**config.mk**
```make
export PLATFORM = sky130hd
export DESIGN_NAME = one_wire_temperature_reader
export DESIGN_NICKNAME = d
export VERILOG_FILES = /design/src/owtr_pkg.sv /design/src/owtr_cfg.sv /design/src/owtr_core.sv /design/src/one_wire_temperature_reader.sv
export SDC_FILE = /design/constraint.sdc
export NUM_CORES = 1
export LEC_CHECK = 0
export CORE_ASPECT_RATIO = 1.4
export CORE_UTILIZATION = 45
export CTS_CLUSTER_SIZE = 40
export DETAILED_ROUTE_END_ITERATION = 8
export DONT_BUFFER_PORTS = 1
export SLEW_MARGIN = 40
export SYNTH_ARGS = -nofsm -noshare
export SYNTH_HDL_FRONTEND = slang
export SYNTH_SLANG_ARGS = --single-unit
```
**constraint.sdc**
```tcl
create_clock -name aclk -period 9.5 [get_ports aclk]
set_input_delay 0.95 -clock aclk [delete_from_list [all_inputs] [get_ports aclk]]
set_output_delay 0.95 -clock aclk [all_outputs]
set_load 0.01 [all_outputs]
```
**src/owtr_pkg.sv**
```systemverilog
// Shared types, constants and the temperature conversion function for the one-wire reader.
`timescale 1ns / 1ps

package owtr_pkg;

    // Configuration register indexes.
    localparam int CFG_ADDR_W = 2;
    localparam logic [CFG_ADDR_W-1:0] CFG_RESET_PULSE   = 2'd0;
    localparam logic [CFG_ADDR_W-1:0] CFG_RESET_LEAD    = 2'd1;
    localparam logic [CFG_ADDR_W-1:0] CFG_PRESENCE_WAIT = 2'd2;
    localparam logic [CFG_ADDR_W-1:0] CFG_SLOT          = 2'd3;
    localparam int CFG_DATA_W = 10;

    localparam logic [9:0] RESET_PULSE_DEFAULT   = 10'd500;
    localparam logic [7:0] RESET_LEAD_DEFAULT    = 8'd72;
    localparam logic [7:0] PRESENCE_WAIT_DEFAULT = 8'd60;
    localparam logic [7:0] SLOT_DEFAULT          = 8'd60;

    // Bus phases.
    localparam logic [2:0] PH_IDLE     = 3'd0;
    localparam logic [2:0] PH_RST_LEAD = 3'd1;
    localparam logic [2:0] PH_RST_LOW  = 3'd2;
    localparam logic [2:0] PH_RST_WAIT = 3'd3;
    localparam logic [2:0] PH_RST_POST = 3'd4;
    localparam logic [2:0] PH_WR_SLOT  = 3'd5;
    localparam logic [2:0] PH_WR_RECOV = 3'd6;
    localparam logic [2:0] PH_RD_SLOT  = 3'd7;

    // Steps of the command sequence.
    localparam logic [3:0] STEP_RESET_A    = 4'd0;
    localparam logic [3:0] STEP_SKIP_A     = 4'd1;
    localparam logic [3:0] STEP_CONVERT    = 4'd2;
    localparam logic [3:0] STEP_RESET_B    = 4'd3;
    localparam logic [3:0] STEP_SKIP_B     = 4'd4;
    localparam logic [3:0] STEP_READ_PAD   = 4'd5;
    localparam logic [3:0] STEP_READ_LOW   = 4'd6;
    localparam logic [3:0] STEP_READ_HIGH  = 4'd7;
    localparam logic [3:0] STEP_LAST       = 4'd8;

    // Command bytes.
    localparam logic [7:0] CMD_SKIP_ROM    = 8'hCC;
    localparam logic [7:0] CMD_CONVERT     = 8'h44;
    localparam logic [7:0] CMD_READ_PAD    = 8'hBE;

    localparam logic [15:0] NEG_MASK       = 16'hF800;

    typedef struct packed {
        logic [9:0] reset_pulse;
        logic [7:0] reset_lead;
        logic [7:0] presence_wait;
        logic [7:0] slot;
    } cfg_t;

    typedef struct packed {
        logic        drive_low;
        logic        busy_res;
        logic        done_res;
        logic        presence_level;
        logic [15:0] temperature;
    } res_t;

    // A word whose top five bits are all zero becomes tenths of a degree; otherwise the raw word is kept.
    function automatic logic [15:0] convert_word(input logic [15:0] word);
        logic [15:0] int_x10;
        logic [6:0]  frac_x5;
        begin
            int_x10 = {4'd0, word[15:4]} * 16'd10;
            frac_x5 = {3'd0, word[3:0]} * 7'd5;
            if ((word & NEG_MASK) == 16'd0) begin
                convert_word = int_x10 + {12'd0, frac_x5[6:3]};
            end else begin
                convert_word = word;
            end
        end
    endfunction

endpackage

```
**src/owtr_cfg.sv**
```systemverilog
// Configuration registers of the one-wire reader, with zero lengths read as one.
`timescale 1ns / 1ps

module owtr_cfg
    import owtr_pkg::*;
(
    input  logic                  aclk,
    input  logic                  aresetn,
    input  logic                  cfg_wr_en,
    input  logic [CFG_ADDR_W-1:0] cfg_addr,
    input  logic [CFG_DATA_W-1:0] cfg_wr_data,
    output cfg_t                  cfg
);

    logic [9:0] pulse_reg;
    logic [7:0] lead_reg;
    logic [7:0] wait_reg;
    logic [7:0] slot_reg;

    always_ff @(posedge aclk) begin
        if (!aresetn) begin
            pulse_reg <= RESET_PULSE_DEFAULT;
            lead_reg  <= RESET_LEAD_DEFAULT;
            wait_reg  <= PRESENCE_WAIT_DEFAULT;
            slot_reg  <= SLOT_DEFAULT;
        end else if (cfg_wr_en) begin
            case (cfg_addr)
                CFG_RESET_PULSE:   pulse_reg <= cfg_wr_data[9:0];
                CFG_RESET_LEAD:    lead_reg  <= cfg_wr_data[7:0];
                CFG_PRESENCE_WAIT: wait_reg  <= cfg_wr_data[7:0];
                CFG_SLOT:          slot_reg  <= cfg_wr_data[7:0];
                default: begin
                end
            endcase
        end
    end

    always_comb begin
        cfg.reset_pulse   = (pulse_reg == 10'd0) ? 10'd1 : pulse_reg;
        cfg.reset_lead    = (lead_reg == 8'd0) ? 8'd1 : lead_reg;
        cfg.presence_wait = (wait_reg == 8'd0) ? 8'd1 : wait_reg;
        cfg.slot          = (slot_reg == 8'd0) ? 8'd1 : slot_reg;
    end

endmodule

```
**src/owtr_core.sv**
```systemverilog
// Bus sequencer of the one-wire reader: state registers and the per-tick next-state logic.
`timescale 1ns / 1ps

module owtr_core
    import owtr_pkg::*;
(
    input  logic aclk,
    input  logic aresetn,
    input  logic fire,
    input  logic start_req,
    input  logic line_in,
    input  cfg_t cfg,
    output res_t res
);

    logic [2:0]  phase_reg, phase_next, phase_eff;
    logic [9:0]  tick_reg, tick_next;
    logic [2:0]  bit_reg, bit_next;
    logic [3:0]  step_reg, step_next, step_inc;
    logic [7:0]  shift_reg, shift_next;
    logic [7:0]  low_reg, low_next;
    logic        pres_reg, pres_next;
    logic [15:0] result_reg, result_next;
    logic [10:0] tick_inc;
    logic        drive, busy, done, step_end;

    always_comb begin
        phase_next  = phase_reg;
        tick_next   = tick_reg;
        bit_next    = bit_reg;
        step_next   = step_reg;
        shift_next  = shift_reg;
        low_next    = low_reg;
        pres_next   = pres_reg;
        result_next = result_reg;
        drive       = 1'b0;
        busy        = 1'b1;
        done        = 1'b0;
        step_end    = 1'b0;
        tick_inc    = {1'b0, tick_reg} + 11'd1;
        step_inc    = step_reg + 4'd1;

        // The tick that takes a start request is already the first lead tick.
        phase_eff = phase_reg;
        if ((phase_reg == PH_IDLE) && start_req) begin
            phase_eff = PH_RST_LEAD;
        end
        phase_next = phase_eff;

        case (phase_eff)
            PH_IDLE: begin
                busy = 1'b0;
            end
            PH_RST_LEAD: begin
                if (tick_inc >= {3'd0, cfg.reset_lead}) begin
                    phase_next = PH_RST_LOW;
                    tick_next  = 10'd0;
                end else begin
                    tick_next = tick_inc[9:0];
                end
            end
            PH_RST_LOW: begin
                drive = 1'b1;
                if (tick_inc >= {1'b0, cfg.reset_pulse}) begin
                    phase_next = PH_RST_WAIT;
                    tick_next  = 10'd0;
                end else begin
                    tick_next = tick_inc[9:0];
                end
            end
            PH_RST_WAIT: begin
                if (tick_inc >= {3'd0, cfg.presence_wait}) begin
                    phase_next = PH_RST_POST;
                    tick_next  = 10'd0;
                end else begin
                    tick_next = tick_inc[9:0];
                end
            end
            PH_RST_POST: begin
                if (tick_reg == 10'd0) begin
                    pres_next = line_in;
                end
                if (tick_inc >= {3'd0, cfg.presence_wait}) begin
                    step_end = 1'b1;
                end else begin
                    tick_next = tick_inc[9:0];
                end
            end
            PH_WR_SLOT: begin
                drive = (tick_reg == 10'd0) ? 1'b1 : ~shift_reg[0];
                if (tick_reg >= {2'd0, cfg.slot}) begin
                    shift_next = {1'b0, shift_reg[7:1]};
                    tick_next  = 10'd0;
                    bit_next   = bit_reg + 3'd1;
                    if (bit_reg == 3'd7) begin
                        phase_next = PH_WR_RECOV;
                    end
                end else begin
                    tick_next = tick_inc[9:0];
                end
            end
            PH_WR_RECOV: begin
                if (tick_inc >= {3'd0, cfg.slot}) begin
                    step_end = 1'b1;
                end else begin
                    tick_next = tick_inc[9:0];
                end
            end
            PH_RD_SLOT: begin
                if (tick_reg == 10'd0) begin
                    drive = 1'b1;
                end
                if (tick_reg == 10'd1) begin
                    shift_next = {line_in, shift_reg[7:1]};
                end
                if (tick_reg >= {2'd0, cfg.slot}) begin
                    tick_next = 10'd0;
                    bit_next  = bit_reg + 3'd1;
                    if (bit_reg == 3'd7) begin
                        step_end = 1'b1;
                    end
                end else begin
                    tick_next = tick_inc[9:0];
                end
            end
            default: begin
                phase_next = PH_IDLE;
                busy       = 1'b0;
            end
        endcase

        if (step_end) begin
            if (step_reg == STEP_READ_LOW) begin
                low_next = shift_next;
            end
            tick_next = 10'd0;
            bit_next  = 3'd0;
            if (step_reg >= STEP_LAST) begin
                result_next = convert_word({shift_next, low_next});
                phase_next  = PH_IDLE;
                step_next   = STEP_RESET_A;
                done        = 1'b1;
            end else begin
                step_next = step_inc;
                case (step_inc)
                    STEP_SKIP_A, STEP_SKIP_B: begin
                        shift_next = CMD_SKIP_ROM;
                        phase_next = PH_WR_SLOT;
                    end
                    STEP_CONVERT: begin
                        shift_next = CMD_CONVERT;
                        phase_next = PH_WR_SLOT;
                    end
                    STEP_READ_PAD: begin
                        shift_next = CMD_READ_PAD;
                        phase_next = PH_WR_SLOT;
                    end
                    STEP_READ_LOW, STEP_READ_HIGH: begin
                        shift_next = 8'd0;
                        phase_next = PH_RD_SLOT;
                    end
                    default: begin
                        phase_next = PH_RST_LEAD;
                    end
                endcase
            end
        end

        res.drive_low      = drive;
        res.busy_res       = busy;
        res.done_res       = done;
        res.presence_level = pres_next;
        res.temperature    = result_next;
    end

    always_ff @(posedge aclk) begin
        if (!aresetn) begin
            phase_reg  <= PH_IDLE;
            tick_reg   <= 10'd0;
            bit_reg    <= 3'd0;
            step_reg   <= STEP_RESET_A;
            shift_reg  <= 8'd0;
            low_reg    <= 8'd0;
            pres_reg   <= 1'b1;
            result_reg <= 16'd0;
        end else if (fire) begin
            phase_reg  <= phase_next;
            tick_reg   <= tick_next;
            bit_reg    <= bit_next;
            step_reg   <= step_next;
            shift_reg  <= shift_next;
            low_reg    <= low_next;
            pres_reg   <= pres_next;
            result_reg <= result_next;
        end
    end

    a_idle_counters_clear: assert property (@(posedge aclk) disable iff (!aresetn)
        (phase_reg == PH_IDLE) |->
            (tick_reg == 10'd0 && bit_reg == 3'd0 && step_reg == STEP_RESET_A))
        else $error("idle phase with nonzero counters");

    a_done_goes_idle: assert property (@(posedge aclk) disable iff (!aresetn)
        (fire && res.done_res) |=> (phase_reg == PH_IDLE))
        else $error("sequence finished but phase did not return to idle");

    a_step_range: assert property (@(posedge aclk) disable iff (!aresetn)
        step_reg <= STEP_LAST)
        else $error("command step beyond the last step");

    a_drive_needs_busy: assert property (@(posedge aclk) disable iff (!aresetn)
        (fire && res.drive_low) |-> res.busy_res)
        else $error("bus driven low while no sequence runs");

    a_start_taken: assert property (@(posedge aclk) disable iff (!aresetn)
        (fire && phase_reg == PH_IDLE && start_req) |=> (phase_reg != PH_IDLE))
        else $error("start request from idle was not taken");

endmodule

```
**src/one_wire_temperature_reader.sv**
```systemverilog
// Top level of the one-wire temperature reader: input register, sequencer and result register.
`timescale 1ns / 1ps

// Each input item is one microsecond tick of bus time and yields exactly one result item
// that carries the bus drive, status flags and the latest temperature. A start request
// from idle runs reset, skip-ROM, convert, reset, skip-ROM, read scratchpad, two read
// bytes and a final reset; no conversion wait is inserted. The block takes one item per
// clock cycle: the input register feeds the sequencer, whose combinational next-state
// logic loads the result register, so each result is registered after its item has passed
// the input register, and the input side keeps flowing as long as results are taken.
// The user must write the timing registers through the configuration port only while no
// sequence runs and no item is in flight; the block itself does not enforce this.

module one_wire_temperature_reader
    import owtr_pkg::*;
(
    input  logic                  aclk,
    input  logic                  aresetn,
    input  logic                  cfg_wr_en,
    input  logic [CFG_ADDR_W-1:0] cfg_addr,
    input  logic [CFG_DATA_W-1:0] cfg_wr_data,
    input  logic                  s_axis_tvalid,
    output logic                  s_axis_tready,
    input  logic [7:0]            s_axis_tdata,  // start_req, line_in, zero fill
    output logic                  m_axis_tvalid,
    input  logic                  m_axis_tready,
    output logic [23:0]           m_axis_tdata   // drive_low, busy_res, done_res,
                                                 // presence_level, temperature[15:0], zero fill
);

    cfg_t cfg;
    res_t res;
    res_t out_reg;
    logic in_valid_reg, in_valid_next;
    logic in_start_reg;
    logic in_line_reg;
    logic out_valid_reg, out_valid_next;
    logic fire;

    assign fire          = in_valid_reg && (!out_valid_reg || m_axis_tready);
    assign s_axis_tready = !in_valid_reg || fire;

    always_comb begin
        in_valid_next = in_valid_reg;
        if (s_axis_tready) begin
            in_valid_next = s_axis_tvalid;
        end
        out_valid_next = out_valid_reg;
        if (fire) begin
            out_valid_next = 1'b1;
        end else if (m_axis_tready) begin
            out_valid_next = 1'b0;
        end
    end

    always_ff @(posedge aclk) begin
        if (!aresetn) begin
            in_valid_reg  <= 1'b0;
            out_valid_reg <= 1'b0;
        end else begin
            in_valid_reg  <= in_valid_next;
            out_valid_reg <= out_valid_next;
        end
    end

    always_ff @(posedge aclk) begin
        if (s_axis_tvalid && s_axis_tready) begin
            in_start_reg <= s_axis_tdata[0];
            in_line_reg  <= s_axis_tdata[1];
        end
        if (fire) begin
            out_reg <= res;
        end
    end

    owtr_cfg u_cfg (
        .aclk        (aclk),
        .aresetn     (aresetn),
        .cfg_wr_en   (cfg_wr_en),
        .cfg_addr    (cfg_addr),
        .cfg_wr_data (cfg_wr_data),
        .cfg         (cfg)
    );

    owtr_core u_core (
        .aclk      (aclk),
        .aresetn   (aresetn),
        .fire      (fire),
        .start_req (in_start_reg),
        .line_in   (in_line_reg),
        .cfg       (cfg),
        .res       (res)
    );

    assign m_axis_tvalid = out_valid_reg;
    assign m_axis_tdata  = {4'd0, out_reg.temperature, out_reg.presence_level,
                            out_reg.done_res, out_reg.busy_res, out_reg.drive_low};

endmodule
```
==> metrics.txt <==
Seq cells post-synth 111; die area around 17000 um^2; failing checks design-rule violations; Post-CTS Resized 0; drt pass-1 iters 7; setup bufs post-CTS 0; clock-pin slew on the worst setup and hold paths 0.08 ns; RSZ-0062 raised after global routing false; Max Slew Vio Count 0; Yosys warnings 0; Primary FF master, synth dfxtp_1; Routed Antenna Nets 0; crit path DAT 6.51 ns; Vert. Die Dim 155 um; flop-to-flop setup slack 3.09 ns; CTS max path bufs 2; # setup viols final 0; Core Rows 55; layout cells sized above 1 roughly 5.8%; CORE AREA 16200 um^2; slowest cell delay on critical path roughly 0.65 ns; most common cell after layout, fill and taps aside nand2_1; Worst Reg-to-Reg Cells 20; # fillers 1614; Worst-Margin Slew 0.828 ns; Hold Crit Depth 2; Post-synth ARST share 0%; initial antenna violation count 0; worst hold endpoint u_cfg.slot_reg[1]$_SDFFE_PN0P_; Worst setup SP type register; Final Wtd Congestion 0.886; period utilization 67.4%; post-DP HPWL around 15000 um; Worst VDD drop 112 uV; mean routed wirelength per cell 19.2 um; minimum clock period 6.41 ns; NumNets Final approximately 1000; Final Hold Fails 0; Post-Synthesis Mean Instance Area approximately 8.4 um^2; IO Count 51; Sink Count 111; crit-path cells inv_1 -> ha_1 -> nor3b_1 -> o21ai_1 -> a21boi_1 -> o21ai_1 -> a31oi_1 -> ha_1 -> ha_1 -> inv_1 -> fa_1 -> xnor2_1 -> ha_1 -> a21o_1 -> o21ai_0 -> nor4_1 -> nand4_1 -> a2111o_1 -> a31oi_1 -> a21oi_1; Largest register FFs 20; Setup CP Type register to register; CP max stage cell dfxtp_1; vias post-DR 6608; area of the mapped netlist approximately 7500 um^2; port buffer count 0; diodes inserted 0; first-pass GRT wire length 33700 um; Worst Hold Launch u_cfg.slot_reg[1]$_SDFFE_PN0P_; sequential share of the synthesized area 32.5%; Initial Utilization 46.3%; Hold WC Path Type register to register; H-Tree Level Count 3; CP Buf/Inv Count 2; DP Cell Count 1059; Global Route Usage Sum about a quarter; total power draw approximately 1.0 mW; post-layout util roughly half; CP Max Fanout 11; Synth cell types 80; most frequent cells in the layout nand2_1, dfxtp_1, ha_1, a21oi_1, o21ai_0; aggregate global routing overflow 0; Post-CTS Hold Buffers 0; number of vias per cell 6.15; final setup TNS 0 ns; reg2reg start u_core.tick_reg[0]$_SDFFE_PN0P_; status finished with violations; CTS tree built; max frequency 156 MHz; clock skew 0.0126 ns; EDFF count, synth 22; Worst slew margin 44.4%; Die Width 111 um; clock latency on the worst-skew pair 0.36 ns; DRC 6; reg-to-reg critical path endpoint m_axis_tdata[18]$_DFFE_PP_; CTS root buf clkbuf_16; cell count after synthesis 901; Most common cell on crit path ha_1; final wirelength 20600 um; family with the most delay on the worst path compound AO/OA/AOI/OAI gates; detailed router's first-iteration violation count 405; vias in the first global route 6723; pin count of the biggest net entering global routing 56; PwrDens approximately 130 nW/um^2; Max Cap Viol 0; WP data required 9.60 ns; Layout Cells excl Fill around 1100; Lkg Pwr 3.25 nW; CTS Buf Count 9; area delta synth->final 5.35%; Setup crit end kind register
==> cell type report <==
type / count / area, um^2 / share of cell area [%]
clock buffers: 9 / 225 / 2.84
clock inverters: 7 / 78.8 / 0.994
inverters: 60 / 228 / 2.87
multi-input cells: 683 / 4660 / 58.8
flip-flops and latches: 111 / 2440 / 30.8
well taps: 199 / 249 / 3.14
repair buffers: 6 / 45.0 / 0.568
==> tightest hold or removal path: cells and delay by family (launching register included) <==
family          cells  cell delay [ns]
compound gates      1             0.05
flops               1             0.32
simple gates        1             0.05
==> cells by family (layout without fill, tap and decap cells) <==
group                      Yosys count  in the layout  synth area share, %
AOI/OAI and AO/OA                  276            276                 23.7
xor gates and xnor gates            22             22                 2.56
adders and majority gates           78             78                 13.3
buffers and inverters              110             82                 5.98
DFF                                111            111                 32.5
muxes                               20             20                 2.88
other                                1              4               0.0498
and+or+nand+nor                    283            283                 19.1
==> metrics by stage <==
stage,hold WS [ns],setup slack [ns],instance area [um^2]
floorplan,0.429,4.28,7540
global placement,0.439,3.12,7610
detailed placement,0.454,3.18,7620
CTS,0.466,3.16,7920
global route,0.485,2.56,7930
finish,0.469,3.09,7930
==> metal layers <==
| metal | track usage, % | routed length (um) | up-vias |
|---|---|---|---|
| met4 | 12.5 | 912 | 0 |
| met5 | 0 | 0 | - |
| met3 | 3.39 | 641 | 45 |
| met2 | 47.7 | 11100 | 151 |
| li1 | - | - | 3240 |
| met1 | 25.4 | 7940 | 3172 |
==> worst max-delay path by stage <==
stage	start	end	slack (ns)	cells after the start
CTS	u_core.tick_reg[5]$_SDFFE_PN0P_	m_axis_tdata[18]$_DFFE_PP_	3.16	19
floorplan	u_cfg.slot_reg[4]$_SDFFE_PN1P_	m_axis_tdata[18]$_DFFE_PP_	4.28	21
finish	u_core.tick_reg[0]$_SDFFE_PN0P_	m_axis_tdata[18]$_DFFE_PP_	3.09	20
global placement	u_core.tick_reg[5]$_SDFFE_PN0P_	m_axis_tdata[18]$_DFFE_PP_	3.12	19
detailed placement	u_core.tick_reg[5]$_SDFFE_PN0P_	m_axis_tdata[18]$_DFFE_PP_	3.18	19
global route	u_core.tick_reg[5]$_SDFFE_PN0P_	m_axis_tdata[18]$_DFFE_PP_	2.56	19
==> where the power goes <==
part / internal [mW] / switching (mW)
clock: 0.189 / 0.199
combinational: 0.0426 / 0.0775
sequential: 0.494 / 0.0118
total: 0.725 / 0.288
==> Yosys cell counts, drive strengths merged (4+ instances only) <==
cell type | instances | area (um^2)
nor3 | 14 | 70.1
a2111oi | 4 | 36.3
dfxtp | 89 | 1780
and2 | 8 | 50.1
xnor2 | 14 | 123
nor4 | 11 | 98.8
and3 | 6 | 37.5
edfxtp | 22 | 661
nand2b | 11 | 68.8
and4 | 5 | 45.0
o21a | 4 | 30.0
nand3 | 34 | 175
xor2 | 8 | 70.1
a21boi | 4 | 30.0
a21o | 13 | 98.9
inv | 59 | 221
o2111ai | 8 | 70.1
a41oi | 4 | 35.0
mux2i | 13 | 130
a31oi | 21 | 131
nor2b | 5 | 31.3
nand2 | 100 | 375
a41o | 4 | 40.0
or3 | 5 | 31.3
a21oi | 73 | 369
o211a | 4 | 40.0
buf | 16 | 97.6
o21ai | 67 | 335
or2 | 4 | 27.5
nand4 | 13 | 81.3
o211ai | 26 | 195
clkbuf | 34 | 128
nor2 | 49 | 186
mux2 | 7 | 86.3
ha | 75 | 938
nand4b | 4 | 35.0
a211oi | 15 | 118
Note: power is estimated with default switching activity, not from simulation.
